`src/rtl/kmp_nextval_matcher_top_defines.svh`:
```
// ----------------------------------------------------------------------------
// kmp_nextval_matcher_top_defines: assertion macros
// Shared property wrappers for the matcher; clocked on clk, off during reset.
// ----------------------------------------------------------------------------
`ifndef KMP_NEXTVAL_MATCHER_TOP_DEFINES_SVH
`define KMP_NEXTVAL_MATCHER_TOP_DEFINES_SVH

// Consequent must hold in the same cycle as the antecedent.
`define KMP_ASSERT_NOW(lbl, ante, cons, msg) \
	lbl: assert property (@(posedge clk) disable iff (!arst_n) (ante) |-> (cons)) \
		else $error(msg);

// Consequent must hold in the cycle after the antecedent.
`define KMP_ASSERT_NEXT(lbl, ante, cons, msg) \
	lbl: assert property (@(posedge clk) disable iff (!arst_n) (ante) |=> (cons)) \
		else $error(msg);

`endif

```
`src/rtl/kmp_pkg.sv`:
```
// ----------------------------------------------------------------------------
// kmp_pkg: shared types and constants
// Port widths, operation and register codes, and the per-cell write enables.
// ----------------------------------------------------------------------------
package kmp_pkg;

	// Fixed port widths
	localparam int unsigned CFG_W  = 32;
	localparam int unsigned CIDX_W = 2;
	localparam int unsigned LEN_W  = 6;
	localparam int unsigned POS_W  = 32;
	localparam int unsigned OP_W   = 2;
	localparam int unsigned SYM_W  = 8;
	localparam int unsigned SLOT_W = 6;

	// Operation codes of an input beat
	typedef enum logic [OP_W-1:0] {
		OP_LOAD  = 2'd0,
		OP_BUILD = 2'd1,
		OP_TEXT  = 2'd2
	} op_t;

	// Configuration register indexes
	typedef enum logic [CIDX_W-1:0] {
		REG_PATTERN_LENGTH = 2'd0,
		REG_SEARCH_START   = 2'd1,
		REG_INIT_POSITION  = 2'd2
	} reg_idx_t;

	// Write enables into one pattern cell
	typedef struct packed {
		logic sym_we;
		logic brd_we;
		logic nv_we;
	} cell_we_t;

endpackage

```
`src/rtl/kmp_cell.sv`:
```
// ----------------------------------------------------------------------------
// kmp_cell: one pattern position
// Holds the pattern symbol, its border length and its nextval entry, compares
// the symbol against the broadcast key and forms the next entry from the
// border handed over by the left neighbor.
// ----------------------------------------------------------------------------
module kmp_cell #(
	parameter int unsigned SYMBOL_BITS = 8,
	parameter int unsigned IW          = 6
) (
	input  logic                   clk,
	input  kmp_pkg::cell_we_t      we,
	input  logic [SYMBOL_BITS-1:0] sym_wdata,
	input  logic [IW-1:0]          brd_wdata,
	input  logic [IW-1:0]          nv_wdata,
	input  logic [SYMBOL_BITS-1:0] key,
	input  logic [IW-1:0]          left_brd,
	output logic [SYMBOL_BITS-1:0] sym,
	output logic [IW-1:0]          brd,
	output logic [IW-1:0]          nv,
	output logic [IW-1:0]          nxt,
	output logic                   eq
);
	import kmp_pkg::*;

	logic [SYMBOL_BITS-1:0] sym_q;
	logic [IW-1:0]          brd_q;
	logic [IW-1:0]          nv_q;

	// Cell storage, no reset: written by load and build
	always_ff @(posedge clk) begin
		if (we.sym_we) begin
			sym_q <= sym_wdata;
		end
		if (we.brd_we) begin
			brd_q <= brd_wdata;
		end
		if (we.nv_we) begin
			nv_q <= nv_wdata;
		end
	end

	// Key compare and next entry from the left neighbor's border
	assign eq  = (sym_q == key);
	assign nxt = left_brd + IW'(1);
	assign sym = sym_q;
	assign brd = brd_q;
	assign nv  = nv_q;

endmodule

```
`src/rtl/kmp_cell_row.sv`:
```
// ----------------------------------------------------------------------------
// kmp_cell_row: row of pattern cells
// Chains the border of each cell into its right neighbor, decodes one write
// position and selects the cells that the controller looks at.
// ----------------------------------------------------------------------------
module kmp_cell_row #(
	parameter int unsigned MAX_PATTERN = 32,
	parameter int unsigned SYMBOL_BITS = 8
) (
	input  logic                                  clk,
	input  logic [$clog2(MAX_PATTERN)-1:0]        wr_idx,
	input  kmp_pkg::cell_we_t                     wr_we,
	input  logic [SYMBOL_BITS-1:0]                sym_wdata,
	input  logic [$clog2(MAX_PATTERN+1)-1:0]      brd_wdata,
	input  logic [$clog2(MAX_PATTERN+1)-1:0]      nv_wdata,
	input  logic [SYMBOL_BITS-1:0]                key,
	input  logic [$clog2(MAX_PATTERN)-1:0]        rd_a_idx,
	input  logic [$clog2(MAX_PATTERN)-1:0]        rd_b_idx,
	input  logic [$clog2(MAX_PATTERN)-1:0]        rd_c_idx,
	output logic [SYMBOL_BITS-1:0]                sym_a,
	output logic [$clog2(MAX_PATTERN+1)-1:0]      nxt_a,
	output logic                                  eq_b,
	output logic [$clog2(MAX_PATTERN+1)-1:0]      nv_b,
	output logic [$clog2(MAX_PATTERN+1)-1:0]      brd_c
);
	import kmp_pkg::*;

	localparam int unsigned IW = $clog2(MAX_PATTERN + 1);
	localparam int unsigned AW = $clog2(MAX_PATTERN);

	logic [SYMBOL_BITS-1:0] cell_sym  [MAX_PATTERN];
	logic [IW-1:0]          cell_brd  [MAX_PATTERN];
	logic [IW-1:0]          cell_nv   [MAX_PATTERN];
	logic [IW-1:0]          cell_nxt  [MAX_PATTERN];
	logic [IW-1:0]          cell_left [MAX_PATTERN];
	logic [MAX_PATTERN-1:0] cell_eq;

	// Cells; position 1 has no proper prefix, its next entry is never read
	for (genvar g = 0; g < MAX_PATTERN; g++) begin : g_cell
		cell_we_t we_g;

		if (g == 0) begin : g_first
			assign cell_left[g] = '0;
		end else begin : g_chain
			assign cell_left[g] = cell_brd[g-1];
		end

		assign we_g = (wr_idx == AW'(g)) ? wr_we : '0;

		kmp_cell #(
			.SYMBOL_BITS(SYMBOL_BITS),
			.IW         (IW)
		) u_cell (
			.clk      (clk),
			.we       (we_g),
			.sym_wdata(sym_wdata),
			.brd_wdata(brd_wdata),
			.nv_wdata (nv_wdata),
			.key      (key),
			.left_brd (cell_left[g]),
			.sym      (cell_sym[g]),
			.brd      (cell_brd[g]),
			.nv       (cell_nv[g]),
			.nxt      (cell_nxt[g]),
			.eq       (cell_eq[g])
		);
	end

	// Cell selection for the controller
	assign sym_a = cell_sym[rd_a_idx];
	assign nxt_a = cell_nxt[rd_a_idx];
	assign eq_b  = cell_eq[rd_b_idx];
	assign nv_b  = cell_nv[rd_b_idx];
	assign brd_c = cell_brd[rd_c_idx];

endmodule

```
`src/rtl/kmp_nextval_matcher_top.sv`:
```
// ----------------------------------------------------------------------------
// kmp_nextval_matcher_top: KMP search over a row of pattern cells
// Load writes the symbol; text checks the cursor in ST_TXT, again per nextval
// jump; build runs ST_BLD_LOAD, ST_BLD_NV, ST_BLD_SCAN per position, redoing
// ST_BLD_SCAN per border fallback (none at length one). No beat is taken while
// busy, and results cannot be stalled. Reset is async.
// ----------------------------------------------------------------------------
`include "kmp_nextval_matcher_top_defines.svh"

module kmp_nextval_matcher_top #(
	parameter int unsigned MAX_PATTERN = 32,
	parameter int unsigned SYMBOL_BITS = 8
) (
	input  logic                         clk,
	input  logic                         arst_n,
	// config write port
	input  logic                         cfg_we,
	input  logic [kmp_pkg::CIDX_W-1:0]   cfg_index,
	input  logic [kmp_pkg::CFG_W-1:0]    cfg_data,
	// command
	input  logic                         start,
	output logic                         busy,
	input  logic [kmp_pkg::OP_W-1:0]     operation,
	input  logic [kmp_pkg::SYM_W-1:0]    symbol,
	input  logic [kmp_pkg::SLOT_W-1:0]   pattern_slot,
	// result
	output logic                         done,
	output logic                         found,
	output logic [kmp_pkg::POS_W-1:0]    match_position
);
	import kmp_pkg::*;

	localparam int unsigned IW  = $clog2(MAX_PATTERN + 1);
	localparam int unsigned AW  = $clog2(MAX_PATTERN);
	localparam int unsigned CW0 = $clog2(MAX_PATTERN + 2);
	localparam int unsigned CW  = (CW0 > LEN_W) ? CW0 : LEN_W;

	typedef enum logic [4:0] {
		ST_IDLE     = 5'b00001,
		ST_BLD_LOAD = 5'b00010,
		ST_BLD_NV   = 5'b00100,
		ST_BLD_SCAN = 5'b01000,
		ST_TXT      = 5'b10000
	} state_t;

	state_t                 state_q;
	logic [LEN_W-1:0]       plen_q;
	logic [POS_W-1:0]       start_q;
	logic [LEN_W-1:0]       ipp_q;
	logic [CW-1:0]          cursor_q;
	logic [POS_W-1:0]       cnt_q;
	logic                   found_q;
	logic [POS_W-1:0]       fpos_q;
	logic                   done_q;
	logic [CW-1:0]          i_q;
	logic [CW-1:0]          k_q;
	logic [SYMBOL_BITS-1:0] key_q;

	op_t                    op_in;
	logic                   accept;
	logic [SYMBOL_BITS+SYM_W-1:0] sym_ext;
	logic [SYMBOL_BITS-1:0] sym_w;
	logic [CW-1:0]          plen_ext;
	logic [CW-1:0]          len;
	logic                   slot_ok;

	logic [CW-1:0]          b_pos;
	logic [CW-1:0]          a_off;
	logic [CW-1:0]          b_off;
	logic [CW-1:0]          c_off;
	logic [CW-1:0]          wr_pos;
	logic [CW-1:0]          wr_off;
	cell_we_t               wr_we;
	logic [IW-1:0]          brd_wd;
	logic [IW-1:0]          nv_wd;

	logic [SYMBOL_BITS-1:0] sym_a;
	logic [IW-1:0]          nxt_a;
	logic                   eq_b;
	logic [IW-1:0]          nv_b;
	logic [IW-1:0]          brd_c;

	logic                   bld_step;
	logic                   txt_skip;
	logic                   hit_over;
	logic                   scan_jump;
	logic                   hit_end;
	logic                   txt_jump;
	logic                   fin;
	logic [CW-1:0]          nv_ext;
	logic [CW-1:0]          off;
	logic [POS_W-1:0]       off_ext;
	logic [POS_W-1:0]       match_pos;

	// Command handshake and input decode
	assign busy    = (state_q != ST_IDLE);
	assign accept  = start && !busy;
	assign op_in   = op_t'(operation);
	assign sym_ext = {{SYMBOL_BITS{1'b0}}, symbol};
	assign sym_w   = sym_ext[SYMBOL_BITS-1:0];
	assign slot_ok = (pattern_slot != '0) && (CW'(pattern_slot) <= CW'(MAX_PATTERN));

	// Active pattern length: zero counts as one, saturate at the row size
	assign plen_ext = CW'(plen_q);
	assign len = (plen_q == '0) ? CW'(1) :
		((plen_ext > CW'(MAX_PATTERN)) ? CW'(MAX_PATTERN) : plen_ext);

	// Config registers
	always_ff @(posedge clk or negedge arst_n) begin
		if (!arst_n) begin
			plen_q  <= LEN_W'(1);
			start_q <= POS_W'(1);
			ipp_q   <= LEN_W'(1);
		end else if (cfg_we) begin
			unique case (reg_idx_t'(cfg_index))
				REG_PATTERN_LENGTH: plen_q  <= cfg_data[LEN_W-1:0];
				REG_SEARCH_START:   start_q <= cfg_data[POS_W-1:0];
				REG_INIT_POSITION:  ipp_q   <= cfg_data[LEN_W-1:0];
				default: ;
			endcase
		end
	end

	// Cell selection: a = build position, b = compare position, c = fallback
	assign b_pos = (state_q == ST_TXT) ? cursor_q : (k_q + CW'(1));
	assign a_off = i_q - CW'(1);
	assign b_off = b_pos - CW'(1);
	assign c_off = k_q - CW'(1);

	// Cell writes
	always_comb begin
		wr_pos = CW'(1);
		wr_we  = '0;
		brd_wd = '0;
		nv_wd  = '0;
		unique case (state_q)
			ST_IDLE: begin
				if (accept && op_in == OP_LOAD && slot_ok) begin
					wr_pos       = CW'(pattern_slot);
					wr_we.sym_we = 1'b1;
				end else if (accept && op_in == OP_BUILD) begin
					wr_we.brd_we = 1'b1;
					wr_we.nv_we  = 1'b1;
				end
			end
			ST_BLD_NV: begin
				wr_pos      = i_q;
				wr_we.nv_we = 1'b1;
				nv_wd       = eq_b ? nv_b : b_pos[IW-1:0];
			end
			ST_BLD_SCAN: begin
				wr_pos       = i_q;
				wr_we.brd_we = !bld_step;
				brd_wd       = k_q[IW-1:0] + IW'(eq_b);
			end
			default: ;
		endcase
	end
	assign wr_off = wr_pos - CW'(1);

	kmp_cell_row #(
		.MAX_PATTERN(MAX_PATTERN),
		.SYMBOL_BITS(SYMBOL_BITS)
	) u_row (
		.clk      (clk),
		.wr_idx   (wr_off[AW-1:0]),
		.wr_we    (wr_we),
		.sym_wdata(sym_w),
		.brd_wdata(brd_wd),
		.nv_wdata (nv_wd),
		.key      (key_q),
		.rd_a_idx (a_off[AW-1:0]),
		.rd_b_idx (b_off[AW-1:0]),
		.rd_c_idx (c_off[AW-1:0]),
		.sym_a    (sym_a),
		.nxt_a    (nxt_a),
		.eq_b     (eq_b),
		.nv_b     (nv_b),
		.brd_c    (brd_c)
	);

	// Step decisions for build fallback and text cursor walk
	always_comb begin
		bld_step  = (state_q == ST_BLD_SCAN) && (k_q != '0) && !eq_b;
		txt_skip  = found_q || (cnt_q < start_q);
		hit_over  = (cursor_q > len);
		scan_jump = !txt_skip && !hit_over && (cursor_q != '0) && !eq_b;
		hit_end   = !txt_skip && !hit_over && !scan_jump && (cursor_q == len);
		txt_jump  = (state_q == ST_TXT) && scan_jump;
		nv_ext    = CW'(nv_b);
		off       = hit_over ? len : (len - CW'(1));
		off_ext   = POS_W'(off);
		match_pos = (cnt_q >= off_ext) ? (cnt_q - off_ext) : '0;
		unique case (state_q)
			ST_IDLE:     fin = accept && (op_in != OP_TEXT) &&
				((op_in != OP_BUILD) || (len < CW'(2)));
			ST_BLD_SCAN: fin = !bld_step && (i_q == len);
			ST_TXT:      fin = !scan_jump;
			default:     fin = 1'b0;
		endcase
	end

	// Control and result state
	always_ff @(posedge clk or negedge arst_n) begin
		if (!arst_n) begin
			state_q  <= ST_IDLE;
			cursor_q <= CW'(1);
			cnt_q    <= '0;
			found_q  <= 1'b0;
			fpos_q   <= '0;
			done_q   <= 1'b0;
		end else begin
			done_q <= fin;
			unique case (state_q)
				ST_IDLE: begin
					if (accept && op_in == OP_BUILD) begin
						cursor_q <= CW'(ipp_q);
						cnt_q    <= '0;
						found_q  <= 1'b0;
						fpos_q   <= '0;
						if (len >= CW'(2)) begin
							state_q <= ST_BLD_LOAD;
						end
					end else if (accept && op_in == OP_TEXT) begin
						if (cnt_q != '1) begin
							cnt_q <= cnt_q + POS_W'(1);
						end
						state_q <= ST_TXT;
					end
				end
				ST_BLD_LOAD: state_q <= ST_BLD_NV;
				ST_BLD_NV:   state_q <= ST_BLD_SCAN;
				ST_BLD_SCAN: begin
					if (!bld_step) begin
						state_q <= (i_q == len) ? ST_IDLE : ST_BLD_LOAD;
					end
				end
				ST_TXT: begin
					if (!txt_skip) begin
						if (hit_over) begin
							found_q <= 1'b1;
							fpos_q  <= match_pos;
						end else if (scan_jump) begin
							cursor_q <= (nv_ext < cursor_q) ? nv_ext : '0;
						end else begin
							cursor_q <= cursor_q + CW'(1);
							if (hit_end) begin
								found_q <= 1'b1;
								fpos_q  <= match_pos;
							end
						end
					end
					if (!scan_jump) begin
						state_q <= ST_IDLE;
					end
				end
				default: state_q <= ST_IDLE;
			endcase
		end
	end

	// Build sweep position, border candidate and compare key
	always_ff @(posedge clk) begin
		unique case (state_q)
			ST_IDLE: begin
				i_q <= CW'(2);
				if (accept) begin
					key_q <= sym_w;
				end
			end
			ST_BLD_LOAD: begin
				key_q <= sym_a;
				k_q   <= CW'(nxt_a) - CW'(1);
			end
			ST_BLD_SCAN: begin
				if (bld_step) begin
					k_q <= CW'(brd_c);
				end else begin
					i_q <= i_q + CW'(1);
				end
			end
			default: ;
		endcase
	end

	// Result beat
	assign done           = done_q;
	assign found          = found_q;
	assign match_position = fpos_q;

	// Checks
	`KMP_ASSERT_NOW(a_done_idle, done_q, !busy, "result beat while busy")
	`KMP_ASSERT_NEXT(a_found_hold, found_q && !(accept && op_in == OP_BUILD), found_q,
		"found dropped without a build")
	`KMP_ASSERT_NEXT(a_short_op, accept && op_in != OP_TEXT && op_in != OP_BUILD, done_q,
		"load beat gave no result")
	`KMP_ASSERT_NEXT(a_jump_down, txt_jump, cursor_q < $past(cursor_q),
		"nextval jump did not move the cursor back")
	`KMP_ASSERT_NOW(a_border_short, state_q == ST_BLD_SCAN, k_q < i_q,
		"border candidate not below build position")

endmodule
```
`config.mk`:
```
export PLATFORM = sky130hd
export DESIGN_NAME = kmp_nextval_matcher_top
export DESIGN_NICKNAME = d
export VERILOG_FILES = /design/src/rtl/kmp_pkg.sv /design/src/rtl/kmp_cell.sv /design/src/rtl/kmp_cell_row.sv /design/src/rtl/kmp_nextval_matcher_top.sv
export VERILOG_INCLUDE_DIRS = /design/src /design/src/rtl
export SDC_FILE = /design/constraint.sdc
export NUM_CORES = 2
export LEC_CHECK = 0
export BUFFER_PORTS_ARGS = -buffer_cell sky130_fd_sc_hd__buf_2
export CAP_MARGIN = 5
export CORE_MARGIN = 5
export CORE_UTILIZATION = 65
export DETAILED_ROUTE_END_ITERATION = 8
export PLACE_DENSITY = 0.85
export REMOVE_ABC_BUFFERS = 1
export SYNTH_ARGS = -nofsm -noshare
export SYNTH_HDL_FRONTEND = slang
export SYNTH_SLANG_ARGS = --single-unit
export TNS_END_PERCENT = 100
```
`constraint.sdc`:
```
create_clock -name clk -period 20.1 [get_ports clk]
set_input_delay 4.02 -clock clk [delete_from_list [all_inputs] [get_ports clk]]
set_output_delay 4.02 -clock clk [all_outputs]
set_load 0.005 [all_outputs]
```
==> parameters.txt <==
Parameter                              Value

Finish
  Layout cell share with drive strength beyond 1 ... 0.195
  Register area ... ~23,000 um^2
  Filler Cells Inserted ... about 3,900
  Growth of design area from synthesis to finish ... 9.79%
  Final #Nets ... 3,236
  Diode insertion count for antenna repair ... 0
  Area used by multi-input combinational logic ... between 15,000 and 20,000 um^2
  Utilization of the core after routing ... 0.721
  Final Non-Filler Cells ... between 3,000 and 4,000

Floorplanning
  Total core area ... 63,100 um^2
  Die Ht ... approximately 260 um
  Top-level I/O count ... 89
  X dimension of the die ... approximately 260 um
  Initial core utilization ... 0.657
  Total Die Area ... 68,900 um^2
  Floorplan row count ... ~90

Clocking
  CTS HTree Levels ... 3
  Number of buffers inserted by post-CTS setup repair ... 0
  Hold bufs inserted after CTS ... 0
  Post-cts resize count ... 0
  Clock insertion delay at the later pin of the skew report ... roughly 650 ps
  Number of clock sinks seen by CTS ... approximately 780
  Clk root buf ... clkbuf_16
  Clock-pin slew of the registers on the worst-case setup and hold paths ... 60 ps
  Clock tree from TritonCTS ... done
  Clock tree buffer depth ... 3
  CTS Buf Count ... slightly below 80

Job
  Maximum capacitance violations ... 0

Synth
  Cell with the most instances after synthesis ... edfxtp_1
  Unique masters post-synth ... just under 80
  Cell type with the highest aggregate area in the netlist ... edfxtp_1
  Area share of the largest cell type after synthesis ... 0.478
  Synth warn ... 0
  Cell count after synthesis ... just over 3,000
  Number of storage elements in the synthesis netlist ... ~800
  Cell Area, Synth ... 41,400 um^2
  Synth area leaders ... edfxtp_1, mux4_2, dfrtp_1, xnor2_1, xor2_1
  Async set-or-reset flop fraction in the synthesized netlist ... 0.155
  Number of flops mapped to enable cells by yosys ... 660
  Avg Synthesized Cell Area ... between 10 and 15 um^2
  Top cells by count, synth ... edfxtp_1, xnor2_1, mux4_2, nor2_1, nand2_1
  Proportion of synthesized chip area in sequential cells ... 0.552
  Top_reg_cell synth ... edfxtp_1

Worst setup path
  Crit-path slowest cell ... nor3_1
  Crit Reg-Reg Endpoint ... u_row.g_cell[18].u_cell.brd[5]$_DFFE_PP_
  Required time of the critical path ... about 20,000 ps
  Kind of critical path ... in2reg
  Critical path cell sequence ... buf_2 -> or4_1 -> o21a_1 -> or4_1 -> a21oi_1 -> o21a_1 -> xnor2_1 -> nor2_1 -> nand2_1 -> nor3_1
  R2R Setup Slk ... approximately 12,000 ps
  Maximum fanout count along the critical path ... 12
  Type of destination of the critical path ... flip-flop
  Critical path capture point ... u_row.g_cell[1].u_cell.sym[5]$_DFFE_PP_
  Largest stage delay, worst path ... around 1100 ps
  FF-to-FF Start ... cursor_q[0]$_DFFE_PN1P_
  FF-to-FF path depth ... 17
  Data arrival time of the worst path ... roughly 9000 ps
  Launching instance or port of the critical path ... pattern_slot[1]
  Startpoint kind of the worst setup timing path ... input pin

Global route
  Wire length of the first global-routing pass ... roughly 180,000 um
  Overflow left after global routing ... 0
  Via count of the first global-routing pass ... about 29,000
  Total Routing Usage GR ... 0.340
  Pin count of the biggest net entering global routing ... roughly 100
  Number of antenna violations at the first check in global routing ... 0

Worst hold path
  Worst hold path class ... reg2reg

Pwr
  Static leakage ... around 16 nW
  VDD IR max ... ~0.08 mV
  Power density over the cells ... 102 nW/um^2

Place
  Placed cell count ... between 3,000 and 4,000
  Routability congestion estimate ... 0.967
  Total half-perimeter wirelength after legalization and detailed placement ... approximately 80,000 um
  Count of buffers from port buffering ... about 90

Timing
  Finish-stage setup viols ... 0
  Summed negative setup slack over all endpoints ... 0 ps
  Slew Limit Fails ... 0
  Post-route fraction of the period consumed by the critical path ... 0.436
  RSZ-0062 raised after global routing ... no
  Max frequency ... between 100 and 150 MHz
  Hold WS ... a little under 500 ps
  Final critical-path required period ... ~8800 ps
  Normalized max-slew margin ... 0.111
  Worst-Margin Slew ... about 1300 ps
  Clock Skews ... 25.2 ps
  Final hold vios ... 0

Route
  DR WL/cell ... just under 30 um
  Detailed-route via count ... 28,727
  Router iterations before antenna repair ... 7
  DRC viols ... 0
  Detailed Route WL ... between 100,000 and 150,000 um
  Residual antenna-violating net count after detailed routing ... 0
  Via density per instance ... approximately 7
  Number of DRC markers in iteration 0 ... 4,606

Status
  Status ... finished clean
## cell usage in the layout (no fill, tap or decap), types with 11 or more instances in the layout
master / n
mux4_2: 221
clkbuf_1: 14
mux2_2: 67
nor4_1: 35
nor3b_1: 11
a21oi_1: 56
o221ai_1: 16
o21ai_2: 12
nand3_1: 115
mux2i_1: 17
ha_1: 92
nand4_1: 71
dfrtp_1: 116
nor2_1: 211
o22ai_1: 23
buf_2: 87
nand2_1: 181
o21ai_1: 23
o21ai_0: 49
buf_4: 51
xnor2_1: 317
inv_1: 60
nor3_1: 55
or3_1: 12
or4_1: 12
xor2_1: 150
clkbuf_16: 83
edfxtp_1: 660
a21o_1: 15
a2111oi_0: 25
a31oi_1: 22
a211oi_1: 17
and3_1: 14
nor2b_1: 27
## cell families after synthesis
logic type / share of synthesized area
DFF: 0.552
xor gates and xnor gates: 0.100
and+or+nand+nor: 0.0951
muxes: 0.142
adders and majority gates: 0.0292
AOI/OAI and AO/OA: 0.0575
buffers and inverters: 0.0240
## critical path: cells and delay by family
family / cells / cell delay [ps]
and+or+nand+nor: 5 / 3100
AOI/OAI and AO/OA: 3 / 1560
xor gates and xnor gates: 1 / 180
buffers and inverters: 1 / 120
## sequential cells by signal, indices dropped and copies added (netlist names)
signal and count:
found 1, u_row.g_cell.u_cell.nv 192, start_q 32, u_row.g_cell.u_cell.sym 256
state_q 5, cnt_q 32, key_q 8, done 1
match_position 32, u_row.g_cell.u_cell.brd 192, i_q 6, ipp_q 6
cursor_q 6, k_q 6, plen_ext 6
## worst min-delay path by stage
| stage | from | end | slack [ps] | depth (start not counted) |
|---|---|---|---|---|
| floorplan | ipp_q[2]$_DFFE_PN0P_ | ipp_q[2]$_DFFE_PN0P_ | 470 | 1 |
| global placement | match_position[31]$_DFFE_PN0P_ | match_position[31]$_DFFE_PN0P_ | 460 | 2 |
| detailed placement | match_position[13]$_DFFE_PN0P_ | match_position[13]$_DFFE_PN0P_ | 470 | 2 |
| CTS | match_position[12]$_DFFE_PN0P_ | match_position[12]$_DFFE_PN0P_ | 490 | 2 |
| global route | match_position[13]$_DFFE_PN0P_ | match_position[13]$_DFFE_PN0P_ | 510 | 2 |
| finish | match_position[31]$_DFFE_PN0P_ | match_position[31]$_DFFE_PN0P_ | 480 | 2 |
## power breakdown
part | switching [mW] | internal [mW] | total, mW
Sequential | 0.0580 | 1.80 | 1.86
Clock | 0.639 | 0.903 | 1.54
Combinational | 0.732 | 0.517 | 1.25
Total | 1.43 | 3.22 | 4.65
## area by class of cell
type	count	share of cell area
Inverter	62	0.00512
Multi-Input combinational cell	2023	0.391
Sequential cell	781	0.502
Clock buffer	100	0.0477
Timing Repair Buffer	139	0.0184
Clock inverter	44	0.0122
Tap cell	846	0.0233
## stage by stage
stage | area, um^2 | power [mW] | setup WS [ps]
final | 45500 | 4.65 | 11340
after global routing | 45500 | 4.81 | 11260
after CTS | 45500 | 4.63 | 11610
after detailed placement | 42800 | 3.10 | 11040
after global placement | 42800 | 3.07 | 11270
after floorplan | 40700 | 2.75 | 9930
## routing by layer
layer,up-vias,wire length [um],global-route usage
met1,14158,39900,0.427
met4,0,7040,0.157
met2,2299,57200,0.560
met5,-,0,0
met3,534,15000,0.0893
li1,11736,-,-
(Power assumes the default switching activity.)
